File: config.mk
export PLATFORM = sky130hd
export DESIGN_NAME = fixed_partition_fit_allocator_core
export DESIGN_NICKNAME = d
export VERILOG_FILES = /design/src/design/ffpa_pkg.sv /design/src/design/fixed_partition_fit_allocator_core.sv /design/src/design/ffpa_ram.sv
export SDC_FILE = /design/constraint.sdc
export NUM_CORES = 1
export LEC_CHECK = 0
export BUFFER_PORTS_ARGS = -buffer_cell sky130_fd_sc_hd__clkbuf_2
export CAP_MARGIN = 20
export CORE_MARGIN = 4
export CORE_UTILIZATION = 44
export DETAILED_ROUTE_END_ITERATION = 10
export GPL_TIMING_DRIVEN = 0
export MAX_ROUTING_LAYER = met4
export PLACE_DENSITY_LB_ADDON = 0.08
export SLEW_MARGIN = 40
export SYNTH_ARGS = -nofsm -noshare
export SYNTH_HDL_FRONTEND = slang
export SYNTH_SLANG_ARGS = --single-unit
File: constraint.sdc
create_clock -name clk -period 10.8 [get_ports clk]
set_input_delay 1.62 -clock clk [delete_from_list [all_inputs] [get_ports clk]]
set_output_delay 1.62 -clock clk [all_outputs]
set_load 0.02 [all_outputs]
File: src/design/ffpa_pkg.sv
// ----------------------------------------------------------------------------
// ffpa_pkg
// Shared types and codes of the fixed partition fit allocator.
// ----------------------------------------------------------------------------
package ffpa_pkg;

    // Request type codes
    localparam logic [1:0] REQ_LOAD  = 2'd0;
    localparam logic [1:0] REQ_ALLOC = 2'd1;
    localparam logic [1:0] REQ_CLEAR = 2'd2;

    // Configuration register indexes
    localparam int CFG_INDEX_BITS = 4;
    localparam int CFG_DATA_BITS  = 16;
    localparam logic [CFG_INDEX_BITS-1:0] CFG_FIT_MODE    = 4'd0;
    localparam logic [CFG_INDEX_BITS-1:0] CFG_BLOCK_COUNT = 4'd1;

    // Fit mode codes
    localparam logic MODE_FIRST_FIT = 1'b0;
    localparam logic MODE_BEST_FIT  = 1'b1;

    localparam logic [4:0] BLOCK_COUNT_RESET = 5'd16;

    typedef struct packed {
        logic [1:0]  req_type;
        logic [3:0]  part_index;
        logic [15:0] size_value;
    } req_word_t;

    typedef struct packed {
        logic        fit_found;
        logic [3:0]  assigned_part;
        logic [15:0] assigned_size;
    } rsp_word_t;

endpackage

File: src/design/fixed_partition_fit_allocator_core.sv
// ----------------------------------------------------------------------------
// fixed_partition_fit_allocator_core
// Fixed partition allocator with first-fit and best-fit selection.
// ----------------------------------------------------------------------------
// Partition sizes live in a synchronous RAM; taken marks live in flip-flops
// cleared by reset. Load and clear words give no result. An allocate word
// reads the size RAM once per partition in use, one entry per cycle through
// its single read port. With N = min(block_count, MAX_PARTS) it holds
// req_stall high from the time it is taken through N reads, a compare of the
// last entry, a drain of the read pipe and the load of the output register.
// That load waits while an earlier result still sits in the output register,
// so no new request is taken until the previous allocate's result has been
// loaded. The result waits in the output register until the far side takes
// it.
// Sizes must be loaded for every partition in use before allocating.
module fixed_partition_fit_allocator_core #(
    parameter int MAX_PARTS = 16,
    parameter int SIZE_BITS = 16
) (
    input  logic                                clk,
    input  logic                                rst_n,
    input  logic                                req_valid,
    output logic                                req_stall,
    input  ffpa_pkg::req_word_t                 req_word,
    output logic                                rsp_valid,
    input  logic                                rsp_stall,
    output ffpa_pkg::rsp_word_t                 rsp_word,
    input  logic                                cfg_valid,
    output logic                                cfg_ready,
    input  logic [ffpa_pkg::CFG_INDEX_BITS-1:0] cfg_index,
    input  logic [ffpa_pkg::CFG_DATA_BITS-1:0]  cfg_data
);

    import ffpa_pkg::*;

    localparam int IDX_W = $clog2(MAX_PARTS);
    localparam int CNT_W = $clog2(MAX_PARTS + 1);

    localparam logic [1:0] ST_IDLE   = 2'd0;
    localparam logic [1:0] ST_SCAN   = 2'd1;
    localparam logic [1:0] ST_FINISH = 2'd2;

    logic [1:0]           state_reg, state_next;
    logic                 fit_mode_reg, fit_mode_next;
    logic [4:0]           block_count_reg, block_count_next;
    logic [MAX_PARTS-1:0] taken_reg, taken_next;
    logic [CNT_W-1:0]     limit_reg, limit_next;
    logic [CNT_W-1:0]     iss_cnt_reg, iss_cnt_next;
    logic                 rd_valid_reg, rd_valid_next;
    logic [IDX_W-1:0]     rd_idx_reg, rd_idx_next;
    logic [SIZE_BITS-1:0] request_reg, request_next;
    logic                 pick_found_reg, pick_found_next;
    logic [IDX_W-1:0]     pick_idx_reg, pick_idx_next;
    logic [SIZE_BITS-1:0] pick_size_reg, pick_size_next;
    logic                 out_valid_reg, out_valid_next;
    rsp_word_t            out_word_reg, out_word_next;

    logic                 accept;
    logic                 ram_wr_en;
    logic                 ram_rd_en;
    logic [IDX_W-1:0]     ram_rd_addr;
    logic [SIZE_BITS-1:0] ram_rd_data;
    logic [CNT_W-1:0]     limit_now;
    logic                 fits;

    assign cfg_ready = 1'b1;
    assign req_stall = (state_reg != ST_IDLE);
    assign accept    = req_valid && !req_stall;
    assign rsp_valid = out_valid_reg;
    assign rsp_word  = out_word_reg;

    // Saturate the partition count to the table depth
    always_comb
    begin
        if (int'(block_count_reg) > MAX_PARTS)
        begin
            limit_now = CNT_W'(MAX_PARTS);
        end
        else
        begin
            limit_now = CNT_W'(block_count_reg);
        end
    end

    assign ram_wr_en = accept && (req_word.req_type == REQ_LOAD)
                       && (int'(req_word.part_index) < MAX_PARTS);

    assign fits = rd_valid_reg && !taken_reg[rd_idx_reg] && (ram_rd_data >= request_reg);

    ffpa_ram #(
        .WIDTH (SIZE_BITS),
        .DEPTH (MAX_PARTS)
    ) u_size_ram (
        .clk     (clk),
        .wr_en   (ram_wr_en),
        .wr_addr (IDX_W'(req_word.part_index)),
        .wr_data (SIZE_BITS'(req_word.size_value)),
        .rd_en   (ram_rd_en),
        .rd_addr (ram_rd_addr),
        .rd_data (ram_rd_data)
    );

    always_comb
    begin
        state_next       = state_reg;
        fit_mode_next    = fit_mode_reg;
        block_count_next = block_count_reg;
        taken_next       = taken_reg;
        limit_next       = limit_reg;
        iss_cnt_next     = iss_cnt_reg;
        rd_valid_next    = 1'b0;
        rd_idx_next      = rd_idx_reg;
        request_next     = request_reg;
        pick_found_next  = pick_found_reg;
        pick_idx_next    = pick_idx_reg;
        pick_size_next   = pick_size_reg;
        out_valid_next   = out_valid_reg && rsp_stall;
        out_word_next    = out_word_reg;
        ram_rd_en        = 1'b0;
        ram_rd_addr      = iss_cnt_reg[IDX_W-1:0];

        if (cfg_valid)
        begin
            if (cfg_index == CFG_FIT_MODE)
            begin
                fit_mode_next = cfg_data[0];
            end
            else if (cfg_index == CFG_BLOCK_COUNT)
            begin
                block_count_next = cfg_data[4:0];
            end
        end

        unique case (state_reg)
            ST_IDLE:
            begin
                if (accept)
                begin
                    if (req_word.req_type == REQ_CLEAR)
                    begin
                        taken_next = '0;
                    end
                    else if (req_word.req_type == REQ_ALLOC)
                    begin
                        limit_next      = limit_now;
                        iss_cnt_next    = '0;
                        request_next    = SIZE_BITS'(req_word.size_value);
                        pick_found_next = 1'b0;
                        pick_idx_next   = '0;
                        pick_size_next  = '0;
                        state_next      = ST_SCAN;
                    end
                end
            end

            ST_SCAN:
            begin
                // Issue one read per cycle; compare the entry read last cycle
                if (iss_cnt_reg != limit_reg)
                begin
                    ram_rd_en     = 1'b1;
                    rd_valid_next = 1'b1;
                    rd_idx_next   = iss_cnt_reg[IDX_W-1:0];
                    iss_cnt_next  = iss_cnt_reg + 1'b1;
                end
                else if (!rd_valid_reg)
                begin
                    state_next = ST_FINISH;
                end

                if (fits)
                begin
                    if (!pick_found_reg || ((fit_mode_reg == MODE_BEST_FIT)
                                            && (ram_rd_data < pick_size_reg)))
                    begin
                        pick_found_next = 1'b1;
                        pick_idx_next   = rd_idx_reg;
                        pick_size_next  = ram_rd_data;
                    end
                end
            end

            ST_FINISH:
            begin
                // Hold until the output register is free
                if (!out_valid_reg || !rsp_stall)
                begin
                    out_valid_next = 1'b1;
                    out_word_next.fit_found     = pick_found_reg;
                    out_word_next.assigned_part = pick_found_reg ? 4'(pick_idx_reg) : 4'd0;
                    out_word_next.assigned_size = pick_found_reg ? 16'(pick_size_reg) : 16'd0;
                    if (pick_found_reg)
                    begin
                        taken_next[pick_idx_reg] = 1'b1;
                    end
                    state_next = ST_IDLE;
                end
            end

            default:
            begin
                state_next = ST_IDLE;
            end
        endcase
    end

    always_ff @(posedge clk or negedge rst_n)
    begin
        if (!rst_n)
        begin
            state_reg       <= ST_IDLE;
            fit_mode_reg    <= MODE_FIRST_FIT;
            block_count_reg <= BLOCK_COUNT_RESET;
            taken_reg       <= '0;
            iss_cnt_reg     <= '0;
            rd_valid_reg    <= 1'b0;
            pick_found_reg  <= 1'b0;
            out_valid_reg   <= 1'b0;
        end
        else
        begin
            state_reg       <= state_next;
            fit_mode_reg    <= fit_mode_next;
            block_count_reg <= block_count_next;
            taken_reg       <= taken_next;
            iss_cnt_reg     <= iss_cnt_next;
            rd_valid_reg    <= rd_valid_next;
            pick_found_reg  <= pick_found_next;
            out_valid_reg   <= out_valid_next;
        end
    end

    always_ff @(posedge clk)
    begin
        limit_reg     <= limit_next;
        rd_idx_reg    <= rd_idx_next;
        request_reg   <= request_next;
        pick_idx_reg  <= pick_idx_next;
        pick_size_reg <= pick_size_next;
        out_word_reg  <= out_word_next;
    end

endmodule

File: src/design/ffpa_ram.sv
// ----------------------------------------------------------------------------
// ffpa_ram
// Generic single-write, single-read synchronous RAM with registered read.
// ----------------------------------------------------------------------------
module ffpa_ram #(
    parameter int WIDTH = 16,
    parameter int DEPTH = 16
) (
    input  logic                     clk,
    input  logic                     wr_en,
    input  logic [$clog2(DEPTH)-1:0] wr_addr,
    input  logic [WIDTH-1:0]         wr_data,
    input  logic                     rd_en,
    input  logic [$clog2(DEPTH)-1:0] rd_addr,
    output logic [WIDTH-1:0]         rd_data
);

    logic [WIDTH-1:0] mem [DEPTH];

    always_ff @(posedge clk)
    begin
        if (wr_en)
        begin
            mem[wr_addr] <= wr_data;
        end
        if (rd_en)
        begin
            rd_data <= mem[rd_addr];
        end
    end

endmodule

Word-level counts from Yosys, hierarchy flattened
Memory sizes are Yosys's and may differ from the RTL's. A register that Yosys moved wholly into a read port is not among the register bits.
Cells that the tools add are included.
{"block": "op_classes", "addsub": 1, "order_cmp": 6, "reduce_logical": 29, "muxes": 45, "bitwise": 3, "eq_ne": 17}
{"operator": "two-way mux 16 bit", "n": 9}
{"operator": "case mux 16 bit (2 select lines)", "n": 2}
{"operator": "inequality test 2 bit (second input constant)", "n": 11}
{"operator": "two-way mux 4 bit", "n": 5}
{"operator": "two-way mux 5 bit", "n": 4}
{"operator": ">= comparator 16 bit", "n": 1}
{"operator": "less-than comparator 16 bit", "n": 1}
{"operator": "OR 16 bit", "n": 1}
{"operator": "two-way mux 1 bit", "n": 13}
{"operator": "two-way mux 2 bit", "n": 6}
{"operator": "AND reduction 6 bit", "n": 2}
{"operator": "less-than comparator 4 x 5 -> 1 bit (second input constant)", "n": 2}
{"operator": "case mux 5 bit (2 select lines)", "n": 1}
{"operator": "AND reduction 5 bit", "n": 2}
{"operator": "case mux 4 bit (2 select lines)", "n": 1}
{"operator": "logical AND 1 bit", "n": 7}
{"operator": "case mux 2 bit (3 select lines)", "n": 1}
{"operator": "AND reduction 2 bit", "n": 3}
{"operator": "nonzero test 2 bit", "n": 3}
{"operator": "adder 5 x 1 -> 5 bit (second input constant)", "n": 1}
{"operator": "greater-than comparator 5 bit (second input constant)", "n": 1}
{"operator": "logical NOT 1 bit", "n": 5}
{"operator": "inequality test 5 bit", "n": 1}
{"operator": "binary-select mux 1 bit (select 4 bit)", "n": 1}
{"operator": "12 further kinds", "n": 17}
{"block": "word_totals", "ram_bits": 256, "reg_bits": 98, "input_bits": 47, "memories": 1, "elab_cells": 118}
{"memory": "u_size_ram.mem", "depth": 16, "word_bits": 16, "rd": 1, "rd_ports_with_merged_regs": 1, "wr": 1, "line": "ffpa_ram.sv:18", "source": "logic [WIDTH-1:0] mem [DEPTH];"}

Longest topological paths before layout
Gate-level depths: netlist of the first run.
{"block": "depth", "ltp_word": 8, "ltp_mapped": 9, "mapped_depth_nobuf": 8}

Cells and area by module
From an unflattened synthesis of the first run, not the netlist that was laid out.
{"block": "hier_totals", "cells_unflattened": 800, "hier_area_um2": 14840.5}
{"module": "ffpa_ram", "n_inst": 1, "area_each_um2": 10203.5, "cells_each": 432}
{"module": "fixed_partition_fit_allocator_core", "n_inst": 1, "area_each_um2": 4636.9, "cells_each": 368}

Worst setup path after synthesis of the first run
Ideal clock, no wire load.
{"block": "synth_timing", "kind": "input -> register", "from": "input req_valid", "to": "register pick_idx_reg[0], enable pin", "cell_stages": 3, "t_required_ns": 10.399, "arrival_time_ns": 4.305, "slack_ns": 6.094, "setup_time_ns": 0.401, "path_cell_list": "nand2_1 > nor3b_1 > o21bai_1"}
{"block": "synth_via", "elab_chain_cells": 3}
{"item": "start: declaration", "line": "fixed_partition_fit_allocator_core.sv:22", "source": "input logic req_valid,"}
{"item": "logical AND 1 bit", "line": "fixed_partition_fit_allocator_core.sv:68", "source": "assign accept = req_valid && !req_stall;"}
{"item": "inequality test 2 bit (no line)"}
{"item": "AND reduction 6 bit (no line)"}
{"item": "end signal: assignment", "line": "fixed_partition_fit_allocator_core.sv:238", "source": "pick_idx_reg <= pick_idx_next;"}
{"item": "end: declaration", "line": "fixed_partition_fit_allocator_core.sv:53", "source": "logic [IDX_W-1:0] pick_idx_reg, pick_idx_next;"}
Every way passes these cells.
A chain may end at the register's enable or synchronous reset.

Worst setup path after layout of the first run
{"block": "layout_timing", "from": "input req_valid", "to": "memory u_size_ram.mem[0][8], enable pin"}
{"block": "layout_via", "elab_chain_cells": 4}
{"item": "logical AND 1 bit", "line": "fixed_partition_fit_allocator_core.sv:68"}
{"item": "logical AND 1 bit", "line": "fixed_partition_fit_allocator_core.sv:85", "source": "assign ram_wr_en = accept && (req_word.req_type == REQ_LOAD)"}
{"item": "two-way mux 1 bit", "line": "ffpa_ram.sv:22", "source": "if (wr_en)"}
{"item": "two-way mux 1 bit (not written as such)", "line": "ffpa_ram.sv:24", "source": "mem[wr_addr] <= wr_data;"}
{"item": "end: declaration", "line": "ffpa_ram.sv:18"}
Every way passes these cells.

==> results.py, run 1 <==
metrics = {
    "outcome": {
        "status": "complete, no violations",
    },
    "placement": {
        "port_buffers": 58,
        "post-place-ws_ns": 6.56,
        "dpl.hpwl_um": 22700,
        "place_congestion": 0.767,
        "dp_cells": 1293,
    },
    "floorplanning": {
        "io_pins": 71,
        "fp.dieH_um": 191,
        "core_um2": 32900,
        "die-width_um": 191,
        "placementRows": 66,
        "start_util": 0.449,
        "dieArea_um2": 36600,
    },
    "final_layout": {
        "final_cell_mix": "338 x edfxtp_1, 79 x mux4_2, 60 x clkbuf_2",
        "layout.cells.non_filler": 1360,
        "diodes": 0,
        "synthToLayoutAreaGrowth_pct": 17.6,
        "drive_above_1_share": 0.292,
        "largest_reg_flops": 256,
        "fin_nets": 971,
        "regMostFlops": "u_size_ram.mem",
        "final_common_cell": "edfxtp_1",
        "num-fill-cells": 2668,
    },
    "setup_path": {
        "arrival_ns": 3.95,
        "max_stage_delay_ns": 0.64,
        "path_class": "in2reg",
        "critPathMaxFanout": 5,
        "crit_family": "simple AND/OR/NAND/NOR gates",
        "startpoint_type": "input pin",
        "slowest_stage": "nor3_1",
        "cp-end-kind": "flop",
        "path_cells": "clkbuf_2 > nand2_1 > nor3_1 > or3b_1 > nor3_2 > buf_4 > buf_2",
        "critical_path_required_ns": 11.00,
        "cp_num_buf_inv": 3,
    },
    "clocking": {
        "clock-root-buffer": "clkbuf_16",
        "cts_tree": "yes",
        "cts.clk_slew.worst_paths_ns": 0.06,
        "cts_setup_buffers": 0,
        "cts.sinks": 370,
        "clkLatencyLatePin_ns": 0.52,
        "ctsResizeCount": 0,
        "htree_levels": 2,
        "clockBufferDepth": 3,
        "cts_buffers": 39,
        "ctsHoldBuffers": 0,
    },
    "timing": {
        "slew_headroom": 0.454,
        "finalCritPeriodShare": 0.347,
        "hold_viol_final": 0,
        "setup_viol": 0,
        "rsz0062_at_grt": "no",
        "fmax_ghz": 0.267,
        "worst_slew_pin_slew_ns": 0.813,
        "final.setup_skew_ns": 0.0141,
        "slew_viol_final": 0,
        "min_period_ns": 3.75,
        "fin_tns_setup_ns": 0,
        "final.setup.worst_slack_ns": 7.05,
    },
    "grt": {
        "grt_overflow": 0,
        "antenna_found_initial": 0,
        "grt_pass1_vias": 7757,
        "grt_pass1_wl_um": 47500,
        "grt_max_degree": 33,
        "grt_usage": 0.180,
    },
    "yosys": {
        "syn_area_per_cell_um2": 19.4,
        "synth_cell_types": 51,
        "synth.yosys.seq_area_share": 0.741,
        "ys.flop_type": "edfxtp_1",
        "synth-edff-count": 338,
        "ys.warnings.count": 0,
        "ys_ff_latch": 370,
        "syn-num-nets": 842,
        "synth_cells": 763,
        "syn-cell-area_um2": 14800,
        "synth-async-reset-ratio": 0.0865,
    },
    "routing": {
        "route.vias.total": 7305,
        "drc": 0,
        "drtAntennaViolNets": 0,
        "routed_wl_um": 31300,
        "drt_iter0_drc": 416,
        "viasPerCell": 5.37,
        "post_drt_wl_per_cell_um": 23.0,
        "first_pass_iters": 6,
    },
    "power_and_ir_drop": {
        "power_w": 0.00421,
        "power_density_nw_per_um2": 242,
        "p_leak_nw": 6.07,
        "peakVddDrop_uv": 133,
    },
    "flow_run": {
        "drv_cap": 0,
    },
    "worst_hold_path": {
        "hold_path.class": "reg2reg",
    },
}
[synthesized netlist by cell type, types with 2 or more instances]
cell type / n / share of area
nor3_2: 4 / 0.0027
buf_1: 3 / 0.00076
clkinv_1: 2 / 0.00051
edfxtp_1: 338 / 0.69
inv_2: 2 / 0.00051
and2_1: 23 / 0.0097
ha_1: 32 / 0.027
mux4_2: 79 / 0.12
mux4_1: 5 / 0.0089
o211ai_1: 3 / 0.0015
o21ai_1: 2 / 0.00068
mux2_1: 6 / 0.0046
buf_12: 2 / 0.0027
nor2_1: 58 / 0.015
nand3b_1: 2 / 0.0010
o21ai_0: 5 / 0.0017
clkbuf_1: 11 / 0.0028
nand3_1: 4 / 0.0014
buf_2: 7 / 0.0024
a31oi_1: 6 / 0.0025
nand4_1: 5 / 0.0021
nor2b_1: 7 / 0.0030
xor2_1: 8 / 0.0047
nor3_1: 8 / 0.0027
nand2_1: 16 / 0.0041
nand2b_1: 9 / 0.0038
inv_1: 33 / 0.0084
dfrtp_1: 31 / 0.053
a21oi_1: 29 / 0.0098
nor4bb_1: 2 / 0.0014
[layout make-up]
class / count / area (um^2) / area share
Multi-Input combinational cell: 329 / 3660 / 0.211
Buffer: 26 / 165 / 0.00951
Clock inverter: 17 / 155 / 0.00893
Sequential cell: 370 / 11000 / 0.630
Inverter: 38 / 144 / 0.00828
Tap cell: 442 / 553 / 0.0318
Clock buffer: 50 / 1100 / 0.0633
Timing Repair Buffer: 88 / 643 / 0.0370
[per-stage QoR]
| step | instance area [um^2] | util | hold slack (ns) |
|---|---|---|---|
| after floorplan | 14800 | - | 0.420 |
| after global placement | 15600 | 0.475 | 0.435 |
| after detailed placement | 16100 | 0.490 | 0.440 |
| after CTS | 17400 | 0.528 | 0.456 |
| after global routing | 17400 | 0.529 | 0.469 |
| final | 17400 | 0.529 | 0.448 |
[layer usage]
metal / vias up / routed length (um) / track usage
li1: 3293 / - / -
met1: 3794 / 12700 / 0.227
met2: 175 / 16500 / 0.310
met3: 43 / 1430 / 0.0272
met4: 0 / 688 / 0.0445
met5: - / 0 / -
[worst paths after layout]
path	end	startpoint	slack, ns	cells past startpoint
worst max-delay path	u_size_ram.mem[0][8]	req_valid	7.05	7
worst min register to register	rd_idx_reg[3]	iss_cnt_reg[3]	0.45	0
min in group asynchronous	state_reg[1]	rst_n	1.04	1
worst max register to register	u_size_ram.mem[0][8]	state_reg[0]	7.60	7
worst min-delay path	rd_idx_reg[3]	iss_cnt_reg[3]	0.45	0
max in group asynchronous	block_count_reg[4]	rst_n	9.41	1
[worst register-to-register path: stages (launching register included)]
cell and delay (ns):
dfrtp_1 0.45, nor2_1 0.19, nand2_1 0.13, nor3_1 0.65, or3b_1 0.57, nor3_2 0.43
buf_4 0.25, buf_2 0.22
[report_power, final]
group | internal (W) | switching, W
registers | 0.00174 | 0.0000960
clock network | 0.000786 | 0.000517
logic | 0.000506 | 0.000560
total | 0.00304 | 0.00117
[kinds of logic (layout without fill, tap and decap cells)]
group                    count (synthesis)  in the layout  synth area share
XOR/XNOR                                 8              8           0.00474
AO/OA/AOI/OAI                           52             52            0.0206
AND/OR/NAND/NOR                        145            145            0.0506
multiplexers                            91             91             0.135
flip-flops                             370            370             0.741
other                                    1              1          0.000254
adder cells (fa/ha/maj)                 32             32            0.0271
buffers and inverters                   64            219            0.0207
Note: power is estimated with default switching activity, not from simulation.
==> run 2, diff against run 1 <==
clock period = 3.5 ns   (was 10.8 ns; I/O delays follow)
==> run 2 against run 1 <==
Die area unchanged; critical path depth unchanged; critical path type is now reg2reg; cell area about the same; critical endpoint is now u_size_ram.mem[0][9].
==> results.py, run 2 (synthesized netlist as in run 1, its figures left out) <==
metrics = {
    "outcome": {
        "status": "complete, no violations",
    },
    "setup_path": {
        "path_cells": "nor2_1 > nand2_1 > nor3_1 > or3b_1 > nor3_2 > buf_4 > buf_2",
        "critPathMaxFanout": 7,
        "r2r-start": "state_reg[0]",
        "cp-end-kind": "flop",
        "arrival_ns": 3.41,
        "crit_start": "state_reg[0]",
        "startpoint_type": "flop",
        "slowest_stage": "nor3_1",
        "path_class": "reg2reg",
        "critical_path_required_ns": 3.71,
        "max_stage_delay_ns": 0.66,
    },
    "grt": {
        "grt_usage": 0.179,
        "met3_usage": 0.0314,
        "grt_max_degree": 33,
        "grt_pass1_vias": 7710,
        "busiest_layer": "met2",
        "grt_pass1_wl_um": 47000,
        "met1_usage": 0.220,
        "grt_overflow": 0,
        "use_met2": 0.308,
        "antenna_found_initial": 1,
    },
    "clocking": {
        "cts.sinks": 370,
        "clkLatencyLatePin_ns": 0.53,
        "cts_buffers": 40,
        "cts_tree": "yes",
        "htree_levels": 2,
        "cts.clk_slew.worst_paths_ns": 0.06,
        "clock-root-buffer": "clkbuf_16",
        "clockBufferDepth": 3,
    },
    "final_layout": {
        "fin_nets": 971,
        "drive_above_1_share": 0.289,
        "largest_reg_flops": 256,
        "regMostFlops": "u_size_ram.mem",
        "synthToLayoutAreaGrowth_pct": 17.5,
        "fin_util": 0.528,
        "diodes": 0,
        "final_cell_mix": "338 x edfxtp_1, 79 x mux4_2, 60 x clkbuf_2",
        "final_common_cell": "edfxtp_1",
    },
    "timing": {
        "fmax_ghz": 0.313,
        "final.setup.worst_slack_ns": 0.300,
        "hold_viol_final": 0,
        "slew_headroom": 0.433,
        "min_period_ns": 3.20,
        "final.setup_skew_ns": 0.0238,
        "setup_viol": 0,
        "slew_viol_final": 0,
        "rsz0062_at_grt": "no",
        "finalCritPeriodShare": 0.914,
        "worst_slew_pin_slew_ns": 0.851,
    },
    "power_and_ir_drop": {
        "p_leak_nw": 6.06,
        "comb_power_share": 0.257,
        "power_density_nw_per_um2": 743,
        "clockPowerShare": 0.302,
        "p_int_w": 0.00922,
        "peakVddDrop_uv": 391,
        "seqPwrFrac": 0.441,
        "power_switching_w": 0.00367,
        "swShare": 0.285,
    },
    "placement": {
        "place_congestion": 0.780,
        "port_buffers": 58,
        "post-place-ws_ns": 0.335,
        "dpl.hpwl_um": 22600,
    },
    "floorplanning": {
        "core_um2": 32900,
        "dieArea_um2": 36600,
        "io_pins": 71,
        "die-width_um": 191,
        "start_util": 0.449,
        "fp.dieH_um": 191,
        "placementRows": 66,
    },
    "routing": {
        "post_drt_wl_per_cell_um": 22.8,
        "drtAntennaViolNets": 0,
        "drc": 0,
        "route.vias.total": 7331,
        "viasPerCell": 5.37,
        "drt_iter0_drc": 472,
        "first_pass_iters": 4,
        "routed_wl_um": 31100,
    },
    "flow_run": {
        "drv_cap": 0,
    },
    "worst_hold_path": {
        "min_from": "cfg_data[1]",
        "hold_path.class": "in2reg",
    },
}
run 2: what timing repair did:
item | CTS | global route
setup buffers | 0 | 0
endpoints found under the hold margin | 0 | 31
hold buffers | 0 | 1
gates resized for setup | 0 | 0
run 2: power by group through the flow:
stage / Combinational [W] / Sequential (W) / Clock, W
floorplan: 0.00237 / 0.00564 / 0
global placement: 0.00320 / 0.00577 / 0
detailed placement: 0.00337 / 0.00578 / 0
CTS: 0.00338 / 0.00569 / 0.00399
global route: 0.00364 / 0.00573 / 0.00419
finish: 0.00331 / 0.00568 / 0.00389
run 2: path summary, 6_finish.rpt:
| path | cells past startpoint | to | slack (ns) |
|---|---|---|---|
| hold / removal | 2 | block_count_reg[1] | 0.23 |
| setup reg to reg | 7 | u_size_ram.mem[0][9] | 0.30 |
| min in group asynchronous | 2 | iss_cnt_reg[3] | 0.49 |
| setup / recovery | 7 | u_size_ram.mem[0][9] | 0.30 |
| hold reg to reg | 0 | rd_idx_reg[3] | 0.45 |
| max in group asynchronous | 2 | block_count_reg[4] | 2.68 |
run 2: through the flow:
stage / hold slack [ns] / power, W / instance area, um^2 / std cells / setup TNS [ns]
after floorplan: 0.229 / 0.00802 / 14800 / 763 / 0
after global placement: 0.435 / 0.00897 / 15600 / 1263 / -96.32
after detailed placement: 0.432 / 0.00915 / 16100 / 1291 / 0
after CTS: 0.120 / 0.0131 / 17300 / 1365 / 0
after global routing: 0.206 / 0.0136 / 17400 / 1366 / 0
final: 0.227 / 0.0129 / 17400 / 1366 / 0
run 2: worst max-delay path, delay by kind of cell, from the launching register on:
kind / cells / cell delay, ns
buffers and inverters: 2 / 0.48
AND/OR/NAND/NOR: 5 / 1.96
flip-flops: 1 / 0.46
run 2: layout make-up:
type	instances	area (um^2)
Fill cell	2649	15500
Sequential cell	370	11000
Multi-Input combinational cell	329	3660
Clock buffer	52	1090
Timing Repair Buffer	87	653
Tap cell	442	553
Buffer	26	165
Inverter	38	144
Clock inverter	22	136
run 2: metal layers:
| layer | part of all wire | vias up |
|---|---|---|
| met5 | 0 | - |
| met4 | 0.025 | 0 |
| met3 | 0.043 | 60 |
| met2 | 0.52 | 167 |
| met1 | 0.41 | 3806 |
| li1 | - | 3298 |
==> run 3, diff against run 2 <==
CTS_BUF_LIST = sky130_fd_sc_hd__clkbuf_8   (was default)
==> run 3 against run 2 <==
Setup slack gained 0.00063 ns; count of clock-buffer cells in the layout grew 10; sequential power is essentially flat; combinational power is essentially flat; core utilization shrank 0.61 points; cell count grew 2.3%; wire length grew 2.1%; clock skew shrank 0.0093 ns; die area is the same; first-iteration DRC count shrank 15%; critical path type unchanged; largest power group unchanged.
==> results.py, run 3 (synthesized netlist as in run 1, its figures left out) <==
metrics = {
    "timing": {
        "min_period_ns": 3.20,
        "hold_viol_final": 0,
        "final.setup_skew_ns": 0.0145,
        "holdWs_ns": 0.152,
        "worst_slew_pin_slew_ns": 0.848,
        "setup_viol": 0,
        "slew_viol_final": 0,
        "fmax_ghz": 0.313,
        "rsz0062_at_grt": "no",
        "final.setup.worst_slack_ns": 0.301,
        "slew_headroom": 0.435,
        "fin_tns_setup_ns": 0,
        "finalCritPeriodShare": 0.914,
    },
    "clocking": {
        "cts.clk_slew.worst_paths_ns": 0.06,
        "cts_tree": "yes",
        "clkLatencyLatePin_ns": 0.60,
        "htree_levels": 2,
        "cts.sinks": 370,
        "cts_buffers": 60,
        "clockBufferDepth": 3,
        "clock-root-buffer": "clkbuf_8",
        "ctsResizeCount": 0,
    },
    "final_layout": {
        "fin_nets": 991,
        "regMostFlops": "u_size_ram.mem",
        "num-fill-cells": 2696,
        "synthToLayoutAreaGrowth_pct": 16.2,
        "fin_util": 0.522,
        "largest_reg_flops": 256,
        "diodes": 0,
        "final_common_cell": "edfxtp_1",
        "regArea_um2": 11000,
        "final_cell_mix": "338 x edfxtp_1, 79 x mux4_2, 62 x clkbuf_8",
        "drive_above_1_share": 0.290,
        "multi_input_area_um2": 3660,
    },
    "setup_path": {
        "r2r_end": "u_size_ram.mem[0][12]",
        "critical_path_required_ns": 3.79,
        "crit_end": "u_size_ram.mem[0][12]",
        "path_class": "reg2reg",
        "r2r_slack_ns": 0.30,
        "crit_start": "state_reg[0]",
        "cp-end-kind": "flop",
        "r2r-start": "state_reg[0]",
        "startpoint_type": "flop",
        "ff2ff_path_depth": 7,
        "critPathMaxFanout": 7,
        "arrival_ns": 3.49,
    },
    "floorplanning": {
        "die-width_um": 191,
        "start_util": 0.449,
        "fp.dieH_um": 191,
        "io_pins": 71,
        "placementRows": 66,
        "core_um2": 32900,
        "dieArea_um2": 36600,
    },
    "power_and_ir_drop": {
        "peakVddDrop_uv": 330,
        "power_density_nw_per_um2": 714,
        "power_w": 0.0122,
        "p_leak_nw": 6.04,
    },
    "routing": {
        "post_drt_wl_per_cell_um": 22.7,
        "first_pass_iters": 5,
        "routed_wl_um": 31800,
        "drt_iter0_drc": 399,
        "drc": 0,
        "viasPerCell": 5.36,
        "route.vias.total": 7488,
        "drtAntennaViolNets": 0,
    },
    "grt": {
        "grt_pass1_vias": 7995,
        "grt_overflow": 0,
        "grt_usage": 0.183,
        "grt_pass1_wl_um": 48100,
        "antenna_found_initial": 1,
        "busiest_layer": "met2",
        "met3_usage": 0.0325,
        "grt_max_degree": 33,
        "use_met2": 0.317,
        "met1_usage": 0.221,
    },
    "placement": {
        "place_congestion": 0.780,
        "port_buffers": 58,
        "post-place-ws_ns": 0.335,
        "dpl.hpwl_um": 22600,
    },
    "outcome": {
        "status": "complete, no violations",
    },
    "worst_hold_path": {
        "hold_path.class": "in2reg",
        "min_from": "cfg_data[4]",
    },
    "flow_run": {
        "drv_cap": 0,
    },
}
[run 3: what timing repair did]
| action | CTS | global route |
|---|---|---|
| buffers inserted | 0 | 0 |
| hold endpoints to repair | 0 | 31 |
| hold buffers | 0 | 1 |
[run 3: cell type report]
| type | count | area share |
|---|---|---|
| clock inverter | 43 | 0.00999 |
| clock buffer | 62 | 0.0497 |
| multi-input combinational | 329 | 0.214 |
| buffer | 26 | 0.00963 |
| tap | 442 | 0.0322 |
| inverter | 38 | 0.00839 |
| timing repair buffer | 87 | 0.0381 |
| sequential | 370 | 0.638 |
[run 3: metrics by stage]
| step | cells | cell area, um^2 |
|---|---|---|
| 2_1_floorplan | 763 | 14800 |
| 3_3_place_gp | 1263 | 15600 |
| 3_5_place_dp | 1291 | 16100 |
| 4_1_cts | 1396 | 17100 |
| 5_1_grt | 1397 | 17200 |
| 6_report | 1397 | 17200 |
[run 3: worst min-delay path by stage]
stage                         end  slack, ns  cells past startpoint
2_1_floorplan  block_count_reg[0]       0.23                      0
3_3_place_gp        rd_idx_reg[3]       0.44                      0
3_5_place_dp        rd_idx_reg[3]       0.43                      0
4_1_cts            iss_cnt_reg[0]       0.01                      1
5_1_grt        block_count_reg[4]       0.10                      2
6_report       block_count_reg[4]       0.15                      2
[run 3: worst max-delay path, cell delays in order, from the launching register on]
cell     delay, ns
dfrtp_1       0.46
nor2_1        0.17
nand2_1       0.14
nor3_1        0.67
or3b_1        0.58
nor3_2        0.40
buf_4         0.25
buf_2         0.22
[run 3: power by group]
part	leakage, nW	switching (W)	total (W)	internal (W)
Clock	0.593	0.00161	0.00324	0.00162
Sequential	3.48	0.000307	0.00569	0.00538
Combinational	1.97	0.00175	0.00332	0.00157
[run 3: layer usage]
metal | up-vias | share of wire
met5 | - | 0
met4 | 0 | 0.021
met3 | 51 | 0.043
met2 | 181 | 0.53
met1 | 3924 | 0.41
li1 | 3332 | -
